File: config.mk
export PLATFORM = sky130hd
export DESIGN_NAME = utf8_text_width_and_sign_normalizer
export DESIGN_NICKNAME = d
export VERILOG_FILES = /design/src/hw/rtl/u8norm_pkg.sv /design/src/hw/rtl/u8norm_out_queue.sv /design/src/hw/rtl/utf8_text_width_and_sign_normalizer.sv
export SDC_FILE = /design/constraint.sdc
export NUM_CORES = 1
export LEC_CHECK = 0
export BUFFER_PORTS_ARGS = -buffer_cell sky130_fd_sc_hd__buf_4
export CORE_MARGIN = 2
export CORE_UTILIZATION = 53
export CTS_BUF_LIST = sky130_fd_sc_hd__clkbuf_16
export DETAILED_ROUTE_END_ITERATION = 7
export GPL_ROUTABILITY_DRIVEN = 0
export HOLD_SLACK_MARGIN = 0.02
export PLACE_DENSITY = 0.7
export SLEW_MARGIN = 10
export SYNTH_ARGS = -nofsm -noshare
export SYNTH_HDL_FRONTEND = slang
export SYNTH_SLANG_ARGS = --single-unit
File: constraint.sdc
create_clock -name aclk -period 14.4 [get_ports aclk]
set_input_delay 2.88 -clock aclk [delete_from_list [all_inputs] [get_ports aclk]]
set_output_delay 2.88 -clock aclk [all_outputs]
set_load 0.05 [all_outputs]
File: src/hw/rtl/u8norm_pkg.sv
// ----------------------------------------------------------------------------
// u8norm_pkg
// Shared types, constants and byte classification functions for the UTF-8
// text width and sign normalizer.
// ----------------------------------------------------------------------------
package u8norm_pkg;

    localparam int OUT_DEPTH = 4;

    localparam logic [7:0]  LEAD_MASK     = 8'hF0;
    localparam logic [7:0]  LEAD_3B       = 8'hE0;
    localparam logic [7:0]  CONT_MASK     = 8'h3F;
    localparam logic [15:0] CP_IDEO_SPACE = 16'h3000;
    localparam logic [15:0] CP_FW_FIRST   = 16'hFF01;
    localparam logic [15:0] CP_FW_LAST    = 16'hFF5E;
    localparam logic [15:0] CP_FW_OFFSET  = 16'hFEE0;
    localparam logic [15:0] CP_SMALL_LOW  = 16'hFE4F;
    localparam logic [15:0] CP_HW_FIRST   = 16'hFF5F;
    localparam logic [15:0] CP_HW_LAST    = 16'hFF64;
    localparam logic [7:0]  SPACE         = 8'h20;

    localparam int SIGN_COUNT = 35;

    localparam logic [15:0] SIGN_TABLE [SIGN_COUNT] = '{
        16'h2013, 16'h2014, 16'h2018, 16'h2019, 16'h201B, 16'h201C, 16'h201D,
        16'h201E, 16'h201F, 16'h2026, 16'h3001, 16'h3002, 16'h3003, 16'h300B,
        16'h300C, 16'h300D, 16'h300E, 16'h300F, 16'h3010, 16'h3011, 16'h3014,
        16'h3015, 16'h3016, 16'h3017, 16'h3018, 16'h3019, 16'h301A, 16'h301B,
        16'h301C, 16'h301D, 16'h301E, 16'h301F, 16'h3030, 16'h303E, 16'h303F
    };

    typedef struct packed {
        logic [2:0][7:0] bytes;
        logic [1:0]      cnt;
        logic            last;
        logic            no_byte;
    } grp_t;

    typedef struct packed {
        logic full;
        logic empty;
    } q_stat_t;

    function automatic logic is_sign_cp(input logic [15:0] cp);
        logic hit;
        hit = (cp == CP_SMALL_LOW) || (cp >= CP_HW_FIRST && cp <= CP_HW_LAST);
        for (int i = 0; i < SIGN_COUNT; i++) begin
            if (cp == SIGN_TABLE[i]) begin
                hit = 1'b1;
            end
        end
        return hit;
    endfunction

    function automatic logic is_ascii_sign(input logic [7:0] b);
        return (b inside {[8'h21:8'h2C], 8'h2F, [8'h3B:8'h40], [8'h5B:8'h60],
                          [8'h7B:8'h7E]});
    endfunction

    function automatic logic [7:0] norm_byte(input logic [7:0] b);
        logic ws;
        ws = (b == SPACE) || (b inside {[8'h09:8'h0D]});
        return (ws || is_ascii_sign(b)) ? SPACE : b;
    endfunction

endpackage

File: src/hw/rtl/u8norm_out_queue.sv
// ----------------------------------------------------------------------------
// u8norm_out_queue
// Queue of result groups (one to three bytes each) that unloads one byte
// per cycle onto the result channel while m_ready is high.
// ----------------------------------------------------------------------------
module u8norm_out_queue #(
    parameter int DEPTH = u8norm_pkg::OUT_DEPTH
) (
    input  logic                aclk,
    input  logic                aresetn,
    input  logic                push,
    input  u8norm_pkg::grp_t    push_data,
    output u8norm_pkg::q_stat_t stat,
    output logic                m_valid,
    input  logic                m_ready,
    output logic [7:0]          m_out_byte,
    output logic                m_last,
    output logic                m_no_byte
);

    localparam int PTR_W = (DEPTH > 1) ? $clog2(DEPTH) : 1;
    localparam int CNT_W = $clog2(DEPTH + 1);
    localparam logic [PTR_W-1:0] PTR_MAX = PTR_W'(DEPTH - 1);
    localparam logic [CNT_W-1:0] CNT_FULL = CNT_W'(DEPTH);

    u8norm_pkg::grp_t mem_reg [DEPTH];

    logic [PTR_W-1:0] wr_ptr_reg, wr_ptr_next;
    logic [PTR_W-1:0] rd_ptr_reg, rd_ptr_next;
    logic [CNT_W-1:0] count_reg, count_next;
    logic [1:0]       idx_reg, idx_next;

    u8norm_pkg::grp_t head;
    logic             last_in_grp;
    logic             pop_byte;
    logic             pop_grp;

    assign head        = mem_reg[rd_ptr_reg];
    assign stat.full   = (count_reg == CNT_FULL);
    assign stat.empty  = (count_reg == '0);
    assign m_valid     = !stat.empty;
    assign m_out_byte  = head.bytes[idx_reg];
    assign last_in_grp = (idx_reg == head.cnt - 2'd1);
    assign m_last      = head.last && last_in_grp;
    assign m_no_byte   = head.no_byte;
    assign pop_byte    = m_valid && m_ready;
    assign pop_grp     = pop_byte && last_in_grp;

    always_comb begin
        wr_ptr_next = wr_ptr_reg;
        rd_ptr_next = rd_ptr_reg;
        count_next  = count_reg;
        idx_next    = idx_reg;
        if (push) begin
            wr_ptr_next = (wr_ptr_reg == PTR_MAX) ? '0 : wr_ptr_reg + 1'b1;
        end
        if (pop_byte) begin
            idx_next = last_in_grp ? 2'd0 : idx_reg + 2'd1;
        end
        if (pop_grp) begin
            rd_ptr_next = (rd_ptr_reg == PTR_MAX) ? '0 : rd_ptr_reg + 1'b1;
        end
        case ({push, pop_grp})
            2'b10:   count_next = count_reg + 1'b1;
            2'b01:   count_next = count_reg - 1'b1;
            default: count_next = count_reg;
        endcase
    end

    always_ff @(posedge aclk) begin
        if (!aresetn) begin
            wr_ptr_reg <= '0;
            rd_ptr_reg <= '0;
            count_reg  <= '0;
            idx_reg    <= 2'd0;
        end else begin
            wr_ptr_reg <= wr_ptr_next;
            rd_ptr_reg <= rd_ptr_next;
            count_reg  <= count_next;
            idx_reg    <= idx_next;
        end
    end

    always_ff @(posedge aclk) begin
        if (push) begin
            mem_reg[wr_ptr_reg] <= push_data;
        end
    end

endmodule

File: src/hw/rtl/utf8_text_width_and_sign_normalizer.sv
// ----------------------------------------------------------------------------
// utf8_text_width_and_sign_normalizer
// Maps fullwidth forms and CJK signs in a UTF-8 byte stream to ASCII or
// space, turns ASCII punctuation into space and collapses whitespace runs.
// ----------------------------------------------------------------------------
// Takes one input byte per cycle unless the queue is full, and gives one
// result byte per cycle while m_ready is high. An accepted item waits in the
// input register, is decoded in a single pass against the held group bytes,
// and its results (none to three bytes) enter the output queue as one group;
// the earliest result is offered once its group is queued. Raw three-byte
// groups unload one byte at a time; the queue holds OUT_DEPTH groups, which
// sets how long a stall on the result side is absorbed before s_ready drops.
// The last result of each string carries m_last; a string that ends with
// nothing to emit yields one result with m_no_byte set and m_out_byte zero.
module utf8_text_width_and_sign_normalizer #(
    parameter int OUT_DEPTH = u8norm_pkg::OUT_DEPTH
) (
    input  logic       aclk,
    input  logic       aresetn,
    input  logic       s_valid,
    output logic       s_ready,
    input  logic [7:0] s_in_byte,
    input  logic       s_end_of_string,
    output logic       m_valid,
    input  logic       m_ready,
    output logic [7:0] m_out_byte,
    output logic       m_last,
    output logic       m_no_byte
);

    logic       in_vld_reg, in_vld_next;
    logic [7:0] in_byte_reg;
    logic       in_eos_reg;

    logic [7:0] held0_reg, held0_next;
    logic [7:0] held1_reg, held1_next;
    logic [1:0] held_count_reg, held_count_next;
    logic       prev_space_reg, prev_space_next;

    u8norm_pkg::q_stat_t q_stat;
    u8norm_pkg::grp_t    push_data;
    logic                push;
    logic                s_fire;
    logic                in_fire;

    logic [15:0]     cp;
    logic [7:0]      cand [3];
    logic [1:0]      cand_n;
    logic [7:0]      fb [3];
    logic [2:0][7:0] obytes;
    logic [1:0]      k;
    logic            prev_c;

    assign s_ready = !in_vld_reg || !q_stat.full;
    assign s_fire  = s_valid && s_ready;
    assign in_fire = in_vld_reg && !q_stat.full;

    assign cp = {held0_reg[3:0], held1_reg[5:0] & u8norm_pkg::CONT_MASK[5:0],
                 in_byte_reg[5:0] & u8norm_pkg::CONT_MASK[5:0]};

    always_comb begin
        held0_next      = held0_reg;
        held1_next      = held1_reg;
        held_count_next = held_count_reg;
        cand[0]         = 8'h00;
        cand[1]         = 8'h00;
        cand[2]         = 8'h00;
        cand_n          = 2'd0;
        case (held_count_reg)
            2'd0: begin
                if ((in_byte_reg & u8norm_pkg::LEAD_MASK) == u8norm_pkg::LEAD_3B
                        && !in_eos_reg) begin
                    held0_next      = in_byte_reg;
                    held_count_next = 2'd1;
                end else begin
                    cand[0] = in_byte_reg;
                    cand_n  = 2'd1;
                end
            end
            2'd1: begin
                if (!in_eos_reg) begin
                    held1_next      = in_byte_reg;
                    held_count_next = 2'd2;
                end else begin
                    cand[0]         = held0_reg;
                    cand[1]         = in_byte_reg;
                    cand_n          = 2'd2;
                    held_count_next = 2'd0;
                end
            end
            default: begin
                held_count_next = 2'd0;
                if (cp == u8norm_pkg::CP_IDEO_SPACE) begin
                    cand[0] = u8norm_pkg::SPACE;
                    cand_n  = 2'd1;
                end else if (cp >= u8norm_pkg::CP_FW_FIRST
                             && cp <= u8norm_pkg::CP_FW_LAST) begin
                    cand[0] = 8'(cp - u8norm_pkg::CP_FW_OFFSET);
                    cand_n  = 2'd1;
                end else if (u8norm_pkg::is_sign_cp(cp)) begin
                    cand[0] = u8norm_pkg::SPACE;
                    cand_n  = 2'd1;
                end else begin
                    cand[0] = held0_reg;
                    cand[1] = held1_reg;
                    cand[2] = in_byte_reg;
                    cand_n  = 2'd3;
                end
            end
        endcase
        if (in_eos_reg) begin
            held_count_next = 2'd0;
        end
    end

    // Filter and collapse spaces, packing kept bytes to the front.
    always_comb begin
        obytes = '0;
        k      = 2'd0;
        prev_c = prev_space_reg;
        for (int i = 0; i < 3; i++) begin
            fb[i] = u8norm_pkg::norm_byte(cand[i]);
            if (2'(i) < cand_n) begin
                if (!(fb[i] == u8norm_pkg::SPACE && prev_c)) begin
                    obytes[k] = fb[i];
                    k         = k + 2'd1;
                    prev_c    = (fb[i] == u8norm_pkg::SPACE);
                end
            end
        end
        prev_space_next   = in_eos_reg ? 1'b0 : prev_c;
        push              = in_fire && ((k != 2'd0) || in_eos_reg);
        push_data.bytes   = obytes;
        push_data.cnt     = (k == 2'd0) ? 2'd1 : k;
        push_data.last    = in_eos_reg;
        push_data.no_byte = (k == 2'd0);
    end

    always_comb begin
        in_vld_next = in_vld_reg;
        if (s_fire) begin
            in_vld_next = 1'b1;
        end else if (in_fire) begin
            in_vld_next = 1'b0;
        end
    end

    always_ff @(posedge aclk) begin
        if (!aresetn) begin
            in_vld_reg     <= 1'b0;
            held0_reg      <= 8'h00;
            held1_reg      <= 8'h00;
            held_count_reg <= 2'd0;
            prev_space_reg <= 1'b0;
        end else begin
            in_vld_reg <= in_vld_next;
            if (in_fire) begin
                held0_reg      <= held0_next;
                held1_reg      <= held1_next;
                held_count_reg <= held_count_next;
                prev_space_reg <= prev_space_next;
            end
        end
    end

    always_ff @(posedge aclk) begin
        if (s_fire) begin
            in_byte_reg <= s_in_byte;
            in_eos_reg  <= s_end_of_string;
        end
    end

    u8norm_out_queue #(
        .DEPTH(OUT_DEPTH)
    ) u_out_queue (
        .aclk      (aclk),
        .aresetn   (aresetn),
        .push      (push),
        .push_data (push_data),
        .stat      (q_stat),
        .m_valid   (m_valid),
        .m_ready   (m_ready),
        .m_out_byte(m_out_byte),
        .m_last    (m_last),
        .m_no_byte (m_no_byte)
    );

`ifndef SYNTHESIS
    a_held_count_range: assert property (@(posedge aclk) disable iff (!aresetn)
        held_count_reg != 2'd3)
        else $error("held count out of range");

    a_eos_clears_state: assert property (@(posedge aclk) disable iff (!aresetn)
        in_fire && in_eos_reg |=> held_count_reg == 2'd0 && !prev_space_reg)
        else $error("end of string did not clear state");

    a_marker_only: assert property (@(posedge aclk) disable iff (!aresetn)
        m_valid && m_no_byte |-> m_last && m_out_byte == 8'h00)
        else $error("marker-only result malformed");

    a_queue_stat: assert property (@(posedge aclk) disable iff (!aresetn)
        !(q_stat.full && q_stat.empty))
        else $error("queue both full and empty");
`endif

endmodule
Word level (Yosys, flattened, before mapping). Memories as Yosys holds them, arrays and structs flattened. A register that Yosys moved wholly into a read port is not among the register bits. Index checks and enable logic that the tools add are counted.

Logic and storage cells: 273. Memories kept: 1. RAM bits: 112. Register bits: 38.

Memories: u_out_queue.mem_reg (depth 4, bits a word 28, rd ports 1, clocked after Yosys merged registers in 1, wr ports 1, line u8norm_out_queue.sv:26) `u8norm_pkg::grp_t mem_reg [DEPTH];`.

Multiplexer cells: 99. Equal/unequal tests: 55. Magnitude comparators: 42. Reduce and logical (&&, ||, !) cells: 55. Bitwise logic cells: 1. Add/subtract/negate cells: 9.

Operators with widths (count): 16-bit by 14-bit == test with 1-bit output (second input constant) (36); 8-bit two-way mux (13); 24-bit two-way mux (4); 8-bit by 6-bit == test with 1-bit output (second input constant) (9); 8-bit by 7-bit <= comparator with 1-bit output (second input constant) (9); 16-bit two-way mux (4); 1-bit two-way mux (52); 24-bit bitwise mux (2); 8-bit by 6-bit greater-or-equal comparator with 1-bit output (second input constant) (6); 8-bit by 7-bit greater-or-equal comparator with 1-bit output (second input constant) (6); 8-bit demux with 2-bit select (2); 16-bit greater-or-equal comparator (second input constant) (2); 16-bit <= comparator (second input constant) (2); 2-bit two-way mux (16); 8-bit one-hot mux with 2 select lines (2); 1-bit logical AND (29); 8-bit by 4-bit greater-or-equal comparator with 1-bit output (second input constant) (3); 8-bit by 4-bit <= comparator with 1-bit output (second input constant) (3); 8-bit by 6-bit <= comparator with 1-bit output (second input constant) (3); 8-bit binary-select mux with 2-bit select (1); 16-bit == test (second input constant) (1); 5-bit nonzero test (3); 2-bit by 1-bit adder with 2-bit output (second input constant) (5); 1-bit logical OR (9); 24 further kinds (39).

Longest topological paths before layout.
Depth in word-level cells: 65. Depth in mapped cells: 30. Gate-level depth less buffers: 27.

Modules after synthesis. From an unflattened synthesis, not the netlist that was laid out.

Cells, all modules: 632. Area total of the unflattened synthesis: 7943.9 sq um.

Modules (own cells, without submodules): u8norm_out_queue (seq. area each 3583.4 sq um, area each 4873.4 sq um, times used 1, cells an instance 246); utf8_text_width_and_sign_normalizer (seq. area each 670.6 sq um, area each 3070.4 sq um, times used 1, cells an instance 386).

Worst setup path before layout. Ideal clock, no wire load.

Kind: reg-to-reg. From: reg in_byte_reg[2]. To: reg u_out_queue.count_reg[2]. Cell stages (with the launch flop): 27. Setup slack: 8.681 ns. Buffers on the path: 2. Library setup time: 0.076 ns. Data arrival time: 5.643 ns. Cells stage by stage: edfxtp_1 > or4_1 > a211oi_2 > o211ai_1 > and3_1 > buf_6 > buf_6 > a32o_1 > a22o_1 > a2111oi_4 > and2_1 > nand2_1 > ha_1 > nand2_1 > o21ai_0 > inv_1 > ha_1 > a311o_1 > o211ai_1 > a21oi_4 > inv_2 > ha_1 > inv_1 > fa_1 > xor2_1 > or3_1 > a21boi_0.

Cells in the longest elaborated chain, start to end: 65.

Ends and longest elaborated chain: from (decl) (line utf8_text_width_and_sign_normalizer.sv:32) `logic [7:0] in_byte_reg;`; from (signal assigned) (line utf8_text_width_and_sign_normalizer.sv:168) `in_byte_reg <= s_in_byte;`; 16-bit greater-or-equal comparator / 16-bit <= comparator (equally long branches) (line u8norm_pkg.sv:46) `hit = (cp == CP_SMALL_LOW) || (cp >= CP_HW_FIRST && cp <= CP_HW_LAST);`; 1-bit logical AND (line u8norm_pkg.sv:46); 1-bit logical OR (line u8norm_pkg.sv:46); 1-bit two-way mux (35 in a row) (line u8norm_pkg.sv:48) `if (cp == SIGN_TABLE[i]) begin`; 1-bit two-way mux (line utf8_text_width_and_sign_normalizer.sv:96) `end else if (cp >= u8norm_pkg::CP_FW_FIRST`; 1-bit two-way mux (line utf8_text_width_and_sign_normalizer.sv:93) `if (cp == u8norm_pkg::CP_IDEO_SPACE) begin`; 1-bit two-way mux (line utf8_text_width_and_sign_normalizer.sv:69) `case (held_count_reg)`; 8-bit two-way mux (line utf8_text_width_and_sign_normalizer.sv:100) `end else if (u8norm_pkg::is_sign_cp(cp)) begin`; [... 15 more ...]; 2-bit by 1-bit adder with 2-bit output / 1-bit logical AND (equally long branches) (line utf8_text_width_and_sign_normalizer.sv:126, utf8_text_width_and_sign_normalizer.sv:124); 2-bit two-way mux (line utf8_text_width_and_sign_normalizer.sv:124) `if (!(fb[i] == u8norm_pkg::SPACE && prev_c)) begin`; 2-bit two-way mux * (line utf8_text_width_and_sign_normalizer.sv:123) `if (2'(i) < cand_n) begin`; 2-bit nonzero test * (line utf8_text_width_and_sign_normalizer.sv:132) `push = in_fire && ((k != 2'd0) || in_eos_reg);`; 1-bit logical OR * (line utf8_text_width_and_sign_normalizer.sv:132); 1-bit logical AND * (line utf8_text_width_and_sign_normalizer.sv:132); 2-bit by 1-bit == test with 1-bit output / 2-bit == test (equally long branches) (line u8norm_out_queue.sv:63) `case ({push, pop_grp})`; 3-bit one-hot mux with 2 select lines / 2-bit nonzero test (equally long branches); to (signal assigned) (line u8norm_out_queue.sv:79) `count_reg <= count_next;`; to (decl) (line u8norm_out_queue.sv:30) `logic [CNT_W-1:0] count_reg, count_next;`.

Every way passes the cells marked *; elsewhere a longest branch is shown, timed or not. The select of a mux whose other input is x is not followed. A chain may end at the register's enable or synchronous reset.

Worst setup path in the final report.
From: reg in_byte_reg[5]. To: reg u_out_queue.count_reg[2].

Same word-level chain as after synthesis.

==> reports/results.ini <==
[timing]
hold_violations=0
period_share_pct=47.54
timing.setup.tns_ps=0
whs_ps=492.1
drv_slew=0
max_freq_mhz=146.1
rsz0062_at_grt=no
tightest_slew_ps=1124
setup_viol=0
period_minus_slack_ps=6846
fin_skew_ps=10.63
relSlewSlack_pct=24.81

[global_routing]
antenna_found_initial=0
grt_pass1_wl_mm=28.39
gr-total-overflow=0
grt_max_degree=33
track_usage_pct=23.12
grt_pass1_vias=5378

[clock_network]
clk_latency_ps=430
postCtsSetupBuffers=0
cts_tree=built
ctsResizeCount=0
cts_sinks=152
ctsHtreeMaxLevel=4
cts_root_buf=clkbuf_16
path_clk_slew_ps=60
clock_path_buffers=2
ctsHoldBuffers=0
cts_made_buffers=17

[floorplanning]
start_util_pct=54.26
die_h_um=126.2
rows=44
core-area_mm2=0.01459
die-area_mm2=0.01593
die_w_um=126.2
io_pins=25

[setup_path]
cp_max_fo=22
critPathLaunchType=flip-flop
critPathKind=reg2reg
critical_path_arrival_ps=7200
cp-startpoint=in_byte_reg[5]$_DFFE_PP_
required_ps=14750
worstSetupEndpointType=flip-flop
r2r_start=in_byte_reg[5]$_DFFE_PP_
r2r_setup_slack_ps=7550

[yosys]
syn_nets=686
yosysUniqueCellTypes=79
async_reset_ff_share_pct=0
synthCells=661
synth_seq_cells=152
syn-cell-area_mm2=0.007916
ys_seq_area_share_pct=53.74
synthFlopType=edfxtp_1
synth-edff-count=121
ys_warn_count=0
syn_avg_cell_area_um2=11.98

[detailed_routing]
wl_per_cell_um=20.79
initialDrtViolationCount=521
wirelength_mm=17.93
drt_first_pass_iters=5
vias_per_cell=6.501
drc=0
vias=5604
drtAntennaViolNets=0

[pwr]
pwr_density_cell_mw_per_mm2=116.9
power_leakage_nw=2.860
total_power_mw=1.019
ir_drop_mv=0.07180

[final_layout]
diodes=0
areaGrowthSynthToFinish_pct=10.07
multi_input_area_mm2=0.003313
ff_latch_area_mm2=0.004255
drive_gt1_share_pct=16.37
finalNetCount=690
stdcell_count=862
fill_cells=1146
largest_reg_flops=112

[status]
status=completed

[worst_hold_path]
hp-class=reg2reg
hp-start=held0_reg[4]$_SDFFE_PN0P_

[place]
io_buffers=24
dp.cells=830
dpl.hpwl_mm=11.81

[job]
maxCapViolCount=0

-- critical path, cell delays in order, from the launching register on --
cell,delay (ps)
edfxtp_1,830
ha_1,300
or3b_1,350
a211oi_1,230
o211ai_1,200
and3_1,420
a32o_1,360
a22o_1,250
a2111oi_4,510
and2_1,270
nand2_1,70
ha_1,360
nand2_1,60
o21ai_0,150
inv_1,120
ha_1,340
a311o_1,300
o211ai_1,150
a21oi_4,130
inv_2,60
ha_1,170
inv_1,60
fa_1,370
xor2_1,160
or3_1,310
a21boi_0,190
-- layout by cell type (no fill, tap or decap), types with 5 or more instances in the layout --
master | netlist | final
a21boi_0 | 7 | 7
o21a_1 | 6 | 6
a22oi_1 | 7 | 7
nor2_1 | 25 | 25
mux2i_1 | 22 | 22
o21ai_0 | 25 | 25
o211ai_1 | 8 | 8
a211oi_1 | 7 | 7
or3_1 | 9 | 9
o21ai_2 | 7 | 7
and3_1 | 8 | 8
o31ai_1 | 5 | 5
ha_1 | 11 | 11
buf_4 | 1 | 32
nand2b_1 | 7 | 7
nor2b_1 | 15 | 15
inv_1 | 31 | 31
edfxtp_1 | 121 | 121
nand4_1 | 5 | 5
mux4_2 | 28 | 28
nor3_1 | 8 | 8
and2_1 | 21 | 21
clkbuf_16 | 0 | 17
nand2_1 | 47 | 47
dfxtp_1 | 31 | 30
nand3_1 | 19 | 19
a21oi_1 | 26 | 26
o22ai_1 | 9 | 9
a31oi_1 | 16 | 16
-- kinds of logic after synthesis --
| group | Yosys count | synth area share, % |
|---|---|---|
| DFF | 152 | 53.74 |
| and+or+nand+nor | 187 | 12.71 |
| xor gates and xnor gates | 5 | 0.5533 |
| muxes | 50 | 10.75 |
| AOI/OAI and AO/OA | 175 | 15.85 |
| adders and majority gates | 12 | 1.991 |
| buffers and inverters | 80 | 4.410 |
-- synth_stat cells (7+ instances only) --
library cell  number  area [um2]
nand2b_1           7       43.79
nor3_1             8       40.04
a31oi_1           16       100.1
clkbuf_1          29       108.9
ha_1              11       137.6
a211oi_1           7       52.55
edfxtp_1         121        3633
o21ai_2            7       61.31
nor2_1            25       93.84
dfxtp_1           31       620.6
a21oi_1           26       130.1
a22oi_1            7       52.55
o211ai_1           8       60.06
nor2b_1           15       93.84
o21ai_0           25       125.1
and3_1             8       50.05
nand2_1           47       176.4
mux2i_1           22       220.2
o22ai_1            9       56.30
and2_1            21       131.4
or3_1              9       56.30
nand3_1           19       95.09
inv_1             31       116.4
a21boi_0           7       52.55
mux4_2            28       630.6
-- through the flow --
step	utilization [%]	instance area (um2)	setup WS, ps
2_1_floorplan	-	7916	8681
3_3_place_gp	55.95	8163	7966
3_5_place_dp	55.95	8163	7659
4_1_cts	59.73	8713	7650
5_1_grt	59.73	8713	7230
6_report	59.73	8713	7554
-- layout make-up --
| type | instances | area share, % |
|---|---|---|
| Multi-Input combinational cell | 429 | 38.02 |
| Timing Repair Buffer | 32 | 2.757 |
| Clock inverter | 15 | 1.436 |
| Clock buffer | 17 | 4.882 |
| Tap cell | 184 | 2.642 |
| Inverter | 33 | 1.422 |
| Sequential cell | 152 | 48.84 |
-- worst paths after layout --
check / end / depth (start not counted)
setup / recovery: u_out_queue.count_reg[2]$_SDFFE_PN0P_ / 25
hold / removal: held0_reg[4]$_SDFFE_PN0P_ / 2
setup reg to reg: u_out_queue.count_reg[2]$_SDFFE_PN0P_ / 25
hold reg to reg: held0_reg[4]$_SDFFE_PN0P_ / 2
-- power by group --
part / internal (mW) / total [mW] / switching [mW]
Combinational: 0.0436 / 0.106 / 0.0620
Sequential: 0.485 / 0.503 / 0.0184
Clock: 0.237 / 0.410 / 0.173
Total: 0.765 / 1.02 / 0.254
-- metal layers --
metal | up-vias | GRT usage (%) | share of wire [%]
li1 | 2571 | - | -
met2 | 272 | 37.38 | 49
met3 | 33 | 6.075 | 6.8
met5 | - | 0 | 0
met4 | 0 | 8.403 | 2.0
met1 | 2728 | 30.31 | 43
(Power assumes the default switching activity.)
